--- config.mk ---
export PLATFORM = sky130hd
export DESIGN_NAME = qmm_cfg_regs_flat
export DESIGN_NICKNAME = d
export VERILOG_FILES = /design/src/design/qmm_pkg.sv /design/src/design/qmm_if.sv /design/src/design/qmm_cfg_regs.sv /design/src/flat_wrapper.sv
export SDC_FILE = /design/constraint.sdc
export NUM_CORES = 1
export LEC_CHECK = 0
export BUFFER_PORTS_ARGS = -buffer_cell sky130_fd_sc_hd__clkbuf_2
export CORE_UTILIZATION = 30
export CTS_BUF_LIST = sky130_fd_sc_hd__clkbuf_4 sky130_fd_sc_hd__clkbuf_8 sky130_fd_sc_hd__clkbuf_16
export CTS_CLUSTER_DIAMETER = 40
export DETAILED_ROUTE_END_ITERATION = 7
export SLEW_MARGIN = 20
export SYNTH_ARGS = -nofsm -noshare
export SYNTH_HDL_FRONTEND = slang
export SYNTH_SLANG_ARGS = --single-unit
--- constraint.sdc ---
create_clock -name i_clk -period 1.35 [get_ports i_clk]
set_input_delay 0.0675 -clock i_clk [delete_from_list [all_inputs] [get_ports i_clk]]
set_output_delay 0.0675 -clock i_clk [all_outputs]
set_load 0.02 [all_outputs]
--- src/design/qmm_pkg.sv ---
`default_nettype none

package qmm_pkg;

    localparam int MOTOR_COUNT   = 4;
    localparam int PULSE_BITS    = 12;
    localparam int CFG_BITS      = 12;
    localparam int TIMER_BITS    = 16;
    localparam int CFG_IDX_BITS  = 3;
    localparam int CFG_DATA_BITS = 16;
    localparam int TERM_BITS     = 16;

    localparam logic [PULSE_BITS-1:0] PULSE_TOP = '1;
    localparam logic [TIMER_BITS-1:0] TIMER_TOP = '1;

    // battery compensation: x / 3500 done as x * ceil(2^38 / 3500) >> 38,
    // exact for x below 2^26
    localparam int COMP_DIVISOR    = 3500;
    localparam int COMP_SHIFT      = 38;
    localparam int COMP_RECIP_BITS = 27;
    localparam int COMP_MAG_BITS   = 26;
    localparam int COMP_Q_BITS     = 14;
    localparam logic [63:0] COMP_RECIP_FULL =
        ((64'd1 << COMP_SHIFT) + 64'(COMP_DIVISOR - 1)) / 64'(COMP_DIVISOR);
    localparam logic [COMP_RECIP_BITS-1:0] COMP_RECIP =
        COMP_RECIP_FULL[COMP_RECIP_BITS-1:0];

    typedef enum logic [1:0] {
        FUNC_TICK = 2'd0,
        FUNC_MIX  = 2'd1,
        FUNC_OFF  = 2'd2,
        FUNC_SET  = 2'd3
    } t_func;

    typedef enum logic [CFG_IDX_BITS-1:0] {
        CFG_THR_CAP      = 3'd0,
        CFG_BATTERY_HIGH = 3'd1,
        CFG_BATTERY_LOW  = 3'd2,
        CFG_ON_PULSE     = 3'd3,
        CFG_MAX_PULSE    = 3'd4,
        CFG_OFF_PULSE    = 3'd5,
        CFG_FRAME_PERIOD = 3'd6
    } t_cfg_idx;

    typedef logic [PULSE_BITS-1:0] t_pulse;

    typedef struct packed {
        logic [CFG_BITS-1:0]   thr_cap;
        logic [CFG_BITS-1:0]   battery_high;
        logic [CFG_BITS-1:0]   battery_low;
        logic [CFG_BITS-1:0]   on_pulse;
        logic [CFG_BITS-1:0]   max_pulse;
        logic [CFG_BITS-1:0]   off_pulse;
        logic [TIMER_BITS-1:0] frame_period;
    } t_cfg;

    // mixer output toward the PWM core: truncated sums and the signed
    // compensation step per motor
    typedef struct packed {
        t_func                         func;
        logic [1:0]                    motor_index;
        logic [TERM_BITS-1:0]          pulse_value;
        logic                          comp_en;
        logic [MOTOR_COUNT-1:0][14:0]  p;
        logic [MOTOR_COUNT-1:0][14:0]  q;
    } t_mix_word;

endpackage

`default_nettype wire

--- src/design/qmm_if.sv ---
`default_nettype none


interface qmm_cfg_if import qmm_pkg::*; ();
    logic                     valid;
    logic                     ready;
    logic [CFG_IDX_BITS-1:0]  index;
    logic [CFG_DATA_BITS-1:0] data;

    modport source (output valid, index, data, input ready);
    modport sink   (input valid, index, data, output ready);
endinterface

`default_nettype wire

--- src/design/qmm_cfg_regs.sv ---
`default_nettype none

module qmm_cfg_regs import qmm_pkg::*; (
    input  wire logic i_clk,
    input  wire logic i_rst_n,
    qmm_cfg_if.sink   i_cfg,
    output t_cfg      o_cfg
);

    t_cfg r_cfg;

    assign i_cfg.ready = 1'b1;
    assign o_cfg       = r_cfg;

    always_ff @(posedge i_clk) begin
        if (!i_rst_n) begin
            r_cfg.thr_cap      <= CFG_BITS'(1800);
            r_cfg.battery_high <= CFG_BITS'(1260);
            r_cfg.battery_low  <= CFG_BITS'(1000);
            r_cfg.on_pulse     <= CFG_BITS'(1100);
            r_cfg.max_pulse    <= CFG_BITS'(2000);
            r_cfg.off_pulse    <= CFG_BITS'(1000);
            r_cfg.frame_period <= TIMER_BITS'(4000);
        end else if (i_cfg.valid) begin
            case (t_cfg_idx'(i_cfg.index))
                CFG_THR_CAP:      r_cfg.thr_cap      <= i_cfg.data[CFG_BITS-1:0];
                CFG_BATTERY_HIGH: r_cfg.battery_high <= i_cfg.data[CFG_BITS-1:0];
                CFG_BATTERY_LOW:  r_cfg.battery_low  <= i_cfg.data[CFG_BITS-1:0];
                CFG_ON_PULSE:     r_cfg.on_pulse     <= i_cfg.data[CFG_BITS-1:0];
                CFG_MAX_PULSE:    r_cfg.max_pulse    <= i_cfg.data[CFG_BITS-1:0];
                CFG_OFF_PULSE:    r_cfg.off_pulse    <= i_cfg.data[CFG_BITS-1:0];
                CFG_FRAME_PERIOD: r_cfg.frame_period <= i_cfg.data[TIMER_BITS-1:0];
                default: ;
            endcase
        end
    end

endmodule

`default_nettype wire

--- src/flat_wrapper.sv ---
// flat-port wrapper written by rule: the top's interface ports become plain ports
module qmm_cfg_regs_flat import qmm_pkg::*;
  (i_clk, i_rst_n, o_cfg, i_cfg_valid, i_cfg_index, i_cfg_data, i_cfg_ready);
  qmm_cfg_if i_cfg_i ();
  input  wire logic i_clk;
  input  wire logic i_rst_n;
  output t_cfg o_cfg;
  input wire logic [$bits(i_cfg_i.valid)-1:0] i_cfg_valid;
  input wire logic [$bits(i_cfg_i.index)-1:0] i_cfg_index;
  input wire logic [$bits(i_cfg_i.data)-1:0] i_cfg_data;
  output wire logic [$bits(i_cfg_i.ready)-1:0] i_cfg_ready;
  assign i_cfg_i.valid = i_cfg_valid;
  assign i_cfg_i.index = i_cfg_index;
  assign i_cfg_i.data = i_cfg_data;
  assign i_cfg_ready = i_cfg_i.ready;
  qmm_cfg_regs u_core (.i_clk(i_clk), .i_rst_n(i_rst_n), .i_cfg(i_cfg_i), .o_cfg(o_cfg));
endmodule
==> qor.yml <==
outcome: "finished, final reports clean"
synth.top_cells.by_area: "dfxtp_1 (52%), mux2i_1 (26%), nor2b_1 (8.8%)"
core_footprint_sq_um: 11000
endpoint_kind: "register"
layout_min_cycle_time_ps: 1010
tritoncts.num_buffers: 9
finalHoldViolCount: 0
cts_htree_levels: 3
grt_pass1_wl_um: 13400
drt-wirelength-per-cell_um: 15.0
ranking_of_synthesized_cells_by_instance_count: "dfxtp_1 (88), mux2i_1 (88), nand2_1 (66), nor2b_1 (48), clkbuf_1 (11)"
cpMaxStageDelayCell: "dlygate4sd3_1"
max_clock_skew_ps: 0
fin_tns_setup_ps: 0
grt_pass1_vias: 2576
grt_max_degree: 38
clkSinkCount: 88
seq_area_frac_synth_pct: 51.5
async_flop_share_pct: 0
power.leakage_nw: 2.30
synthesis.instances: 324
total_detailed_routing_wirelength_um: 8830
clk_pin_slew_worst_setup_hold_paths_ps: 60
timing.critical_path.slowest_cell_delay_ps: 540
power.ir.vdd_worst_v: 0.000813
finalCritPeriodShare_pct: 74.5
synth.ff_latch_count: 88
worstPathArrival_ps: 1200
via_count: 2648
globalplace.congestion: 0.707
final_layout_size_suffix_gt1_share_pct: 32.0
worst_setup_path_start_kind: "input pin"
power.total_mw: 5.70
post-route-drc-count: 0
boundaryPins: 111
initialDrtViolationCount: 72
syn-mean-instance-area_sq_um: 10.6
fp.dieH_um: 109
synth.cell_area_sq_um: 3420
clk_latency_ps: 340
cp_cell_sequence: "dlygate4sd3_1 -> clkbuf_2 -> nor2b_1 -> mux2i_1"
worst_hold_path_type: "in -> reg"
dp_hpwl_um: 6260
cap_violations: 0
setup_fix_buffers_added_after_clock_tree_synthesis: 0
detail_route.first_pass.iterations: 4
timing.setup.critical_path_class: "in -> reg"
overall_track_demand_over_capacity_in_global_routing_pct: 15.4
drtAntennaViolNets: 0
max_freq_ghz: 0.994
synth_ff_type: "dfxtp_1"
die_w_um: 109
yosysWarnings: 0
required_ps: 1550
netlist-cell-type-count: 14
synth-edff-count: 0
clk_buf_depth: 2
detail_route.vias_per_cell: 4.51
finish.net_count: 465
syn-num-nets: 346
synthDominantAreaCellType: "dfxtp_1"
cellPowerDensity_nw_per_um2: 1260
setup-violations-final: 0
crit_fanout: 5
synth.top_cell.area_share_pct: 51.5
grt_antenna_before_repair: 0
design.die.area_sq_um: 11800
initial_utilization_pct: 31.1
unrepaired_setup_endpoints_after_global_routing: "false"
layout-area-overhead-vs-synth_pct: 32.7
globalRoute.totalOverflow: 0
io_buffers: 109
critical_path_buf_inv_count: 2
timing.critical_path.max_delay_family: "buffers and inverters"
final_max_slew_viol_count: 0
insertedDiodeCount: 0
max_ffs_per_register: 88
num_rows: 38
clock_root_buffer: "clkbuf_16"
cts_tree: "built"
timing repair:
action / 4_1_cts / 5_1_grt
endpoints found under the setup margin: 0 / 0
hold buffers: 6 / 0
endpoints found under the hold margin: 6 / 0
resized for setup: 0 / 0
per-layer routing:
layer,global-route usage (%),wire [um]
met5,0,0
met1,19.0,4070
met2,25.0,4120
met4,5.79,121
met3,4.90,518
worst min-delay path, cell delays in order:
cell and delay (ps):
clkbuf_2 90, nor2b_1 40, mux2i_1 110
layout by cell type (no fill, tap or decap):
cell,n
nor2b_1,48
nand4bb_1,3
nand2_1,66
dfxtp_1,88
conb_1,1
nand4b_1,3
nor4b_2,1
buf_4,16
mux2i_1,88
clkinv_2,2
clkbuf_16,9
buf_12,2
or4b_4,1
bufinv_16,1
clkbuf_8,3
and4b_1,1
clkbuf_2,108
dlygate4sd3_1,6
power breakdown:
part	leakage (nW)	switching (mW)	internal, mW	total (mW)
logic	1.43	0.278	0.190	0.468
clock network	0.154	0.981	1.57	2.55
registers	0.714	0.0323	2.66	2.69
kinds of logic (layout without fill, tap and decap cells):
| family | Yosys count | in the layout | synth area share [%] |
|---|---|---|---|
| muxes | 88 | 88 | 25.8 |
| and+or+nand+nor | 123 | 123 | 18.7 |
| other | 1 | 1 | 0.110 |
| DFF | 88 | 88 | 51.5 |
| buffers and inverters | 24 | 147 | 3.84 |
worst paths after layout:
path | start | endpoint | slack [ps] | cells past startpoint
max reg2reg | u_core.o_cfg[58] | u_core.o_cfg[58] | 710 | 2
min | i_cfg_data[11] | u_core.o_cfg[11] | 20 | 3
max | i_cfg_data[8] | u_core.o_cfg[8] | 340 | 4
min reg2reg | u_core.o_cfg[78] | u_core.o_cfg[78] | 460 | 2
stage by stage:
stage	hold slack, ps	area (sq um)	worst slack [ps]	cells	util [%]
CTS	6.31	4540	358	587	41.3
global route	22.8	4540	289	587	41.3
finish	18.9	4540	344	587	41.3
global placement	296	4170	258	566	38.0
floorplan	210	3420	286	324	-
detailed placement	311	4170	237	566	38.0
layout make-up:
cell class	instances	area, sq um
sequential	88	1760
timing repair buffer	132	761
multi-input combinational	212	1530
clock buffer	12	267
fill	1092	6450
tap	140	175
clock inverter	3	40.0
(Power assumes the default switching activity.)
