--- config.mk ---
export PLATFORM = sky130hd
export DESIGN_NAME = qmm_pwm_core_flat
export DESIGN_NICKNAME = d
export VERILOG_FILES = /design/src/design/qmm_pkg.sv /design/src/design/qmm_if.sv /design/src/design/qmm_pwm_core.sv /design/src/flat_wrapper.sv
export SDC_FILE = /design/constraint.sdc
export NUM_CORES = 1
export LEC_CHECK = 0
export BUFFER_PORTS_ARGS = -buffer_cell sky130_fd_sc_hd__buf_2
export CAP_MARGIN = 30
export CORE_UTILIZATION = 45
export DETAILED_ROUTE_END_ITERATION = 16
export PLACE_DENSITY_LB_ADDON = 0.2
export SLEW_MARGIN = 20
export SYNTH_ARGS = -nofsm -noshare
export SYNTH_HDL_FRONTEND = slang
export SYNTH_SLANG_ARGS = --single-unit
--- constraint.sdc ---
create_clock -name i_clk -period 12.9 [get_ports i_clk]
set_clock_uncertainty 0.2 [all_clocks]
set_input_delay 2.58 -clock i_clk [delete_from_list [all_inputs] [get_ports i_clk]]
set_output_delay 2.58 -clock i_clk [all_outputs]
set_load 0.005 [all_outputs]
--- src/design/qmm_pkg.sv ---
`default_nettype none

package qmm_pkg;

    localparam int MOTOR_COUNT   = 4;
    localparam int PULSE_BITS    = 12;
    localparam int CFG_BITS      = 12;
    localparam int TIMER_BITS    = 16;
    localparam int CFG_IDX_BITS  = 3;
    localparam int CFG_DATA_BITS = 16;
    localparam int TERM_BITS     = 16;

    localparam logic [PULSE_BITS-1:0] PULSE_TOP = '1;
    localparam logic [TIMER_BITS-1:0] TIMER_TOP = '1;

    // battery compensation: x / 3500 done as x * ceil(2^38 / 3500) >> 38,
    // exact for x below 2^26
    localparam int COMP_DIVISOR    = 3500;
    localparam int COMP_SHIFT      = 38;
    localparam int COMP_RECIP_BITS = 27;
    localparam int COMP_MAG_BITS   = 26;
    localparam int COMP_Q_BITS     = 14;
    localparam logic [63:0] COMP_RECIP_FULL =
        ((64'd1 << COMP_SHIFT) + 64'(COMP_DIVISOR - 1)) / 64'(COMP_DIVISOR);
    localparam logic [COMP_RECIP_BITS-1:0] COMP_RECIP =
        COMP_RECIP_FULL[COMP_RECIP_BITS-1:0];

    typedef enum logic [1:0] {
        FUNC_TICK = 2'd0,
        FUNC_MIX  = 2'd1,
        FUNC_OFF  = 2'd2,
        FUNC_SET  = 2'd3
    } t_func;

    typedef enum logic [CFG_IDX_BITS-1:0] {
        CFG_THR_CAP      = 3'd0,
        CFG_BATTERY_HIGH = 3'd1,
        CFG_BATTERY_LOW  = 3'd2,
        CFG_ON_PULSE     = 3'd3,
        CFG_MAX_PULSE    = 3'd4,
        CFG_OFF_PULSE    = 3'd5,
        CFG_FRAME_PERIOD = 3'd6
    } t_cfg_idx;

    typedef logic [PULSE_BITS-1:0] t_pulse;

    typedef struct packed {
        logic [CFG_BITS-1:0]   thr_cap;
        logic [CFG_BITS-1:0]   battery_high;
        logic [CFG_BITS-1:0]   battery_low;
        logic [CFG_BITS-1:0]   on_pulse;
        logic [CFG_BITS-1:0]   max_pulse;
        logic [CFG_BITS-1:0]   off_pulse;
        logic [TIMER_BITS-1:0] frame_period;
    } t_cfg;

    // mixer output toward the PWM core: truncated sums and the signed
    // compensation step per motor
    typedef struct packed {
        t_func                         func;
        logic [1:0]                    motor_index;
        logic [TERM_BITS-1:0]          pulse_value;
        logic                          comp_en;
        logic [MOTOR_COUNT-1:0][14:0]  p;
        logic [MOTOR_COUNT-1:0][14:0]  q;
    } t_mix_word;

endpackage

`default_nettype wire

--- src/design/qmm_if.sv ---
`default_nettype none


interface qmm_out_if import qmm_pkg::*; ();
    logic                   valid;
    logic                   ready;
    logic [MOTOR_COUNT-1:0] motor_pins;
    logic                   frame_start;
    logic [PULSE_BITS-1:0]  pulse_front_right;
    logic [PULSE_BITS-1:0]  pulse_front_left;
    logic [PULSE_BITS-1:0]  pulse_rear_right;
    logic [PULSE_BITS-1:0]  pulse_rear_left;
    logic                   all_low;

    modport source (output valid, motor_pins, frame_start, pulse_front_right,
                    pulse_front_left, pulse_rear_right, pulse_rear_left, all_low,
                    input ready);
    modport sink   (input valid, motor_pins, frame_start, pulse_front_right,
                    pulse_front_left, pulse_rear_right, pulse_rear_left, all_low,
                    output ready);
endinterface


`default_nettype wire

--- src/design/qmm_pwm_core.sv ---
`default_nettype none

module qmm_pwm_core import qmm_pkg::*; (
    input  wire logic      i_clk,
    input  wire logic      i_rst_n,
    input  wire t_cfg      i_cfg,
    input  wire logic      i_valid,
    input  wire t_mix_word i_word,
    output logic           o_ready,
    qmm_out_if.source      o_res
);

    typedef struct packed {
        logic [MOTOR_COUNT-1:0]   motor_pins;
        logic                     frame_start;
        t_pulse [MOTOR_COUNT-1:0] pulse;
    } t_res;

    t_pulse [MOTOR_COUNT-1:0] r_motor_pulse, n_motor_pulse;
    t_pulse [MOTOR_COUNT-1:0] r_latched, n_latched;
    logic [TIMER_BITS-1:0]    r_elapsed, n_elapsed;
    logic                     r_out_valid;
    t_res                     r_out, n_out;
    logic                     fire;
    logic                     start;

    assign o_ready = !r_out_valid || o_res.ready;
    assign fire    = i_valid && o_ready;

    assign o_res.valid             = r_out_valid;
    assign o_res.motor_pins        = r_out.motor_pins;
    assign o_res.frame_start       = r_out.frame_start;
    assign o_res.pulse_front_right = r_out.pulse[0];
    assign o_res.pulse_front_left  = r_out.pulse[1];
    assign o_res.pulse_rear_right  = r_out.pulse[2];
    assign o_res.pulse_rear_left   = r_out.pulse[3];
    assign o_res.all_low           = (r_out.motor_pins == '0);

    always_comb begin
        logic signed [15:0]     v, lo, hi;
        t_pulse                 mixed [MOTOR_COUNT];
        t_pulse                 direct;
        logic [MOTOR_COUNT-1:0] pins_old;
        logic [TIMER_BITS-1:0]  base;
        lo = $signed({4'b0000, i_cfg.on_pulse});
        hi = $signed({4'b0000, i_cfg.max_pulse});
        for (int i = 0; i < MOTOR_COUNT; i++) begin
            v = $signed({i_word.p[i][14], i_word.p[i]});
            if (i_word.comp_en) begin
                v = v + $signed({i_word.q[i][14], i_word.q[i]});
            end
            // lower limit wins when the limits cross
            if (v < lo) begin
                mixed[i] = i_cfg.on_pulse;
            end else if (v > hi) begin
                mixed[i] = i_cfg.max_pulse;
            end else begin
                mixed[i] = v[PULSE_BITS-1:0];
            end
        end

        if (i_word.pulse_value[TERM_BITS-1]) begin
            direct = '0;
        end else if (i_word.pulse_value > TERM_BITS'(PULSE_TOP)) begin
            direct = PULSE_TOP;
        end else begin
            direct = i_word.pulse_value[PULSE_BITS-1:0];
        end

        n_motor_pulse = r_motor_pulse;
        case (i_word.func)
            FUNC_MIX: begin
                for (int i = 0; i < MOTOR_COUNT; i++) begin
                    n_motor_pulse[i] = mixed[i];
                end
            end
            FUNC_OFF: begin
                for (int i = 0; i < MOTOR_COUNT; i++) begin
                    n_motor_pulse[i] = i_cfg.off_pulse;
                end
            end
            FUNC_SET: n_motor_pulse[i_word.motor_index] = direct;
            default: ;
        endcase

        // frame start only once the period is over and every pin is low
        for (int i = 0; i < MOTOR_COUNT; i++) begin
            pins_old[i] = r_elapsed < TIMER_BITS'(r_latched[i]);
        end
        start = (i_word.func == FUNC_TICK) && (r_elapsed >= i_cfg.frame_period) &&
                (pins_old == '0);
        n_latched = start ? r_motor_pulse : r_latched;
        base      = start ? '0 : r_elapsed;

        for (int i = 0; i < MOTOR_COUNT; i++) begin
            n_out.motor_pins[i] = base < TIMER_BITS'(n_latched[i]);
        end
        n_out.frame_start = start;
        n_out.pulse       = n_motor_pulse;

        if (i_word.func == FUNC_TICK && base != TIMER_TOP) begin
            n_elapsed = base + TIMER_BITS'(1);
        end else begin
            n_elapsed = base;
        end
    end

    always_ff @(posedge i_clk) begin
        if (!i_rst_n) begin
            r_motor_pulse <= '0;
            r_latched     <= '0;
            r_elapsed     <= '0;
            r_out_valid   <= 1'b0;
        end else begin
            if (fire) begin
                r_motor_pulse <= n_motor_pulse;
                r_latched     <= n_latched;
                r_elapsed     <= n_elapsed;
                r_out_valid   <= 1'b1;
            end else if (o_res.ready) begin
                r_out_valid   <= 1'b0;
            end
        end
    end

    always_ff @(posedge i_clk) begin
        if (fire) begin
            r_out <= n_out;
        end
    end

    a_start_pins: assert property (@(posedge i_clk) disable iff (!i_rst_n)
        r_out_valid && r_out.frame_start |->
            (r_out.motor_pins[0] == (r_latched[0] != '0)) &&
            (r_out.motor_pins[1] == (r_latched[1] != '0)) &&
            (r_out.motor_pins[2] == (r_latched[2] != '0)) &&
            (r_out.motor_pins[3] == (r_latched[3] != '0)))
        else $error("pins at frame start do not follow latched pulses");

    a_start_timer: assert property (@(posedge i_clk) disable iff (!i_rst_n)
        fire && start |=> r_elapsed == TIMER_BITS'(1))
        else $error("timer not restarted at frame start");

    a_no_tick: assert property (@(posedge i_clk) disable iff (!i_rst_n)
        fire && i_word.func != FUNC_TICK |=> $stable(r_elapsed) && $stable(r_latched))
        else $error("timing state moved on a non-tick word");

endmodule

`default_nettype wire

--- src/flat_wrapper.sv ---
// flat-port wrapper written by rule: the top's interface ports become plain ports
module qmm_pwm_core_flat import qmm_pkg::*;
  (i_clk, i_rst_n, i_cfg, i_valid, i_word, o_ready, o_res_valid, o_res_motor_pins, o_res_frame_start, o_res_pulse_front_right, o_res_pulse_front_left, o_res_pulse_rear_right, o_res_pulse_rear_left, o_res_all_low, o_res_ready);
  qmm_out_if o_res_i ();
  input  wire logic i_clk;
  input  wire logic i_rst_n;
  input  wire t_cfg i_cfg;
  input  wire logic i_valid;
  input  wire t_mix_word i_word;
  output logic o_ready;
  output wire logic [$bits(o_res_i.valid)-1:0] o_res_valid;
  output wire logic [$bits(o_res_i.motor_pins)-1:0] o_res_motor_pins;
  output wire logic [$bits(o_res_i.frame_start)-1:0] o_res_frame_start;
  output wire logic [$bits(o_res_i.pulse_front_right)-1:0] o_res_pulse_front_right;
  output wire logic [$bits(o_res_i.pulse_front_left)-1:0] o_res_pulse_front_left;
  output wire logic [$bits(o_res_i.pulse_rear_right)-1:0] o_res_pulse_rear_right;
  output wire logic [$bits(o_res_i.pulse_rear_left)-1:0] o_res_pulse_rear_left;
  output wire logic [$bits(o_res_i.all_low)-1:0] o_res_all_low;
  input wire logic [$bits(o_res_i.ready)-1:0] o_res_ready;
  assign o_res_valid = o_res_i.valid;
  assign o_res_motor_pins = o_res_i.motor_pins;
  assign o_res_frame_start = o_res_i.frame_start;
  assign o_res_pulse_front_right = o_res_i.pulse_front_right;
  assign o_res_pulse_front_left = o_res_i.pulse_front_left;
  assign o_res_pulse_rear_right = o_res_i.pulse_rear_right;
  assign o_res_pulse_rear_left = o_res_i.pulse_rear_left;
  assign o_res_all_low = o_res_i.all_low;
  assign o_res_i.ready = o_res_ready;
  qmm_pwm_core u_core (.i_clk(i_clk), .i_rst_n(i_rst_n), .i_cfg(i_cfg), .i_valid(i_valid), .i_word(i_word), .o_ready(o_ready), .o_res(o_res_i));
endmodule
==> flow_summary.yaml <==
pwr:
  p_leak_nw: 9.05
  irDropWorstVdd_mv: 0.0709
  switching_share_pct: 38.6
  sequentialPowerShare_pct: 33.2
  clock_power_share_pct: 28.0
  internal-power_mw: 1.12
  powerDensity_nw_per_um2: 89.8
  p_comb_share_pct: 38.8
  p_switching_mw: 0.705
floorplan:
  core-area_um2: 39600
  rows: 73
  die_y_um: 202
  die_w_um: 202
  io_pins: 289
  die_area_um2: 40900
  initial_core_util_pct: 45.6
timing:
  rsz0062_at_grt: "no"
  finalCritPeriodShare_pct: 60.0
  worst_slew_pin_slew_ns: 0.915
  fmax_ghz: 0.129
  fin_setup_tns_ns: 0
  maxSlewViolCount: 0
  max_slew_margin_pct: 38.2
  finalHoldViolCount: 0
  setup_violations: 0
  min_period_ns: 7.74
detailed_routing:
  topRoutingLayerUsed: "met4"
  antenna_left: 0
  routed_wl_um: 65600
  drc: 0
  drt-initial-drc-count: 1766
  wl_met3_um: 4800
  viasPerCell: 6.29
  vias: 18700
  m1WireLength_um: 27900
  route.met2.wl_um: 30200
  routedWlPerCell_um: 22.1
  dr.pass1.iters: 6
clock_tree:
  cts_hold_buf: 0
  clock_sink_count: 166
  post_cts_resized: 0
  htreeDepth: 4
  cts_root_buf: "clkbuf_16"
  cts_tree: "yes"
  postCtsSetupRepairBufs: 0
  numCtsBuffers: 17
  clkLatencyLatePin_ns: 0.45
  clk_pin_slew_ns: 0.06
  clockBufferDepth: 2
logic_synthesis:
  synth_edf_count: 53
  synth.most_common_cell: "ha_1"
  ys_seq_area_share_pct: 21.3
  synthCells: 2236
  synth_area_leaders: "ha_1, dfxtp_1, edfxtp_1, a21oi_1, nand2_1"
  ys_warn_count: 0
  synth_common_cells: "ha_1, a21oi_1, nand2_1, o21ai_0, inv_1"
  avgSynthCellArea_um2: 8.08
  ys_ff_latch: 166
  synth_cell_types: 93
  synth_fp_nets: 2730
  synth_top_cell_by_area: "ha_1"
  netlist_area_um2: 18100
  ys_async_sr_fraction_pct: 0
  synth-main-ff-cell: "dfxtp_1"
  yosysTopAreaCellShare_pct: 17.8
grt:
  grt_overflow: 0
  grt_pass1_vias: 17600
  grt_util_all_layers_pct: 31.2
  grt_pass1_wl_um: 99700
  grt_start_max_net_pins: 94
  antenna_found_initial: 4
setup_path:
  r2r_start: "u_core.r_elapsed[9]"
  worstPathArrival_ns: 7.71
  cp.required_ns: 12.87
  startpoint_type: "input pin"
  end_kind: "register"
  worst-setup-path-type: "in2reg"
  critPathLaunch: "i_word[105]"
  path_max_fanout: 5
placement:
  dp_hpwl_um: 51300
  gp_congestion: 0.961
  io_buffers: 252
  post-place-cells: 2930
layout:
  final_cell_count_no_fill: 2969
  n_fill_cell: 3913
  area_growth_pct: 12.5
  drive_gt1_share_pct: 16.2
  nets: 2922
min_path:
  hold_start: "u_core.r_latched[36]"
  hold_path_class: "reg2reg"
flow_run:
  drv_cap: 0
status:
  status: "complete, no violations"
==> metrics by stage <==
stage               hold slack (ns)  instance area (um^2)  worst slack (ns)  total power, mW  util (%)
finish                        0.270                 20300              5.16             1.83      51.3
global route                  0.286                 20300              4.91             1.91      51.3
CTS                           0.265                 20200              5.14             1.81      51.1
detailed placement            0.251                 19700              4.71             1.30      49.6
global placement              0.243                 19600              4.74             1.28      49.6
floorplan                     0.237                 18100              6.17             1.07         -
==> worst max-delay path, stage by stage <==
cell and delay, ns:
buf_2 0.09, ha_1 0.19, inv_1 0.07, fa_1 0.40, nor2b_1 0.16, o31a_1 0.32
o21ai_1 0.14, o21ai_0 0.23, xor2_1 0.10, mux2_2 0.31, ha_1 0.30, a21o_1 0.16
a21oi_1 0.19, nand3_1 0.10, o31ai_1 0.48, nand3b_1 0.22, nor3_1 0.60, mux2_2 0.42
mux2i_1 0.50, o21ai_1 0.14
==> layer usage <==
| layer | GRT usage (%) | vias to the layer above |
|---|---|---|
| met3 | 5.84 | 163 |
| met1 | 39.8 | 8890 |
| met2 | 51.4 | 752 |
| met5 | 0 | - |
| met4 | 12.9 | 0 |
| li1 | - | 8861 |
==> final timing paths <==
kind	cells past startpoint	slack, ns	endpoint
worst max-delay path	20	5.16	u_core.o_res.pulse_rear_left[1]
worst min-delay path	2	0.27	u_core.r_latched[36]
worst max register to register	16	6.83	u_core.o_res.motor_pins[2]
worst min register to register	2	0.27	u_core.r_latched[36]
==> power by group through the flow <==
stage	Combinational, mW	Sequential [mW]	Clock, mW
6_report	0.707	0.606	0.512
3_3_place_gp	0.666	0.616	0
3_5_place_dp	0.685	0.617	0
4_1_cts	0.689	0.605	0.512
2_1_floorplan	0.467	0.606	0
5_1_grt	0.770	0.608	0.531
==> flip-flops by register name (all words and copies together), names as in the netlist, 4 cells and up <==
name                            flops
u_core.r_elapsed                   16
u_core.o_res.pulse_rear_left       12
u_core.r_latched                   48
u_core.r_motor_pulse               48
u_core.o_res.motor_pins             4
u_core.o_res.pulse_front_right     12
u_core.o_res.pulse_rear_right      12
u_core.o_res.pulse_front_left      12
==> cell families after synthesis <==
kind of cell / synth area share [%]
buffers and inverters: 5.36
and+or+nand+nor: 16.2
adders and majority gates: 18.2
muxes: 6.77
DFF: 21.3
AOI/OAI and AO/OA: 30.5
xor gates and xnor gates: 1.64
==> cells in the final DEF, fill, tap and decap left out, types with 19 or more instances in the layout <==
master    Yosys  final
a211oi_1     30     30
a21o_1       57     57
a21oi_1     219    219
a22o_1       20     20
a22oi_1      29     29
a311oi_1     20     20
a31oi_1      34     34
and3_1       19     19
buf_2        14    254
buf_4         4     21
dfxtp_1     113    113
edfxtp_1     53     53
ha_1        257    257
inv_1       126    126
mux2_2       42     42
mux2i_1      67     67
nand2_1     219    219
nand2b_1     33     33
nand3_1      51     50
nand4_1      31     31
nor2_1      113    112
nor2b_1      24     24
nor3_1       26     26
o211ai_1     28     28
o21a_1       28     28
o21ai_0     158    156
o21ai_1      26     28
o21bai_1     33     33
o221ai_1     21     21
or3_1        24     24
xnor2_1      23     23
==> area by class of cell <==
class	instances	area [um^2]	area share (%)
Multi-Input combinational cell	1835	13200	65.2
Clock inverter	14	140	0.690
Timing Repair Buffer	279	1500	7.38
Antenna cell	3	7.51	0.0369
Sequential cell	166	3850	19.0
Clock buffer	18	429	2.11
Tap cell	525	657	3.23
Inverter	129	488	2.40
(Power assumes the default switching activity.)
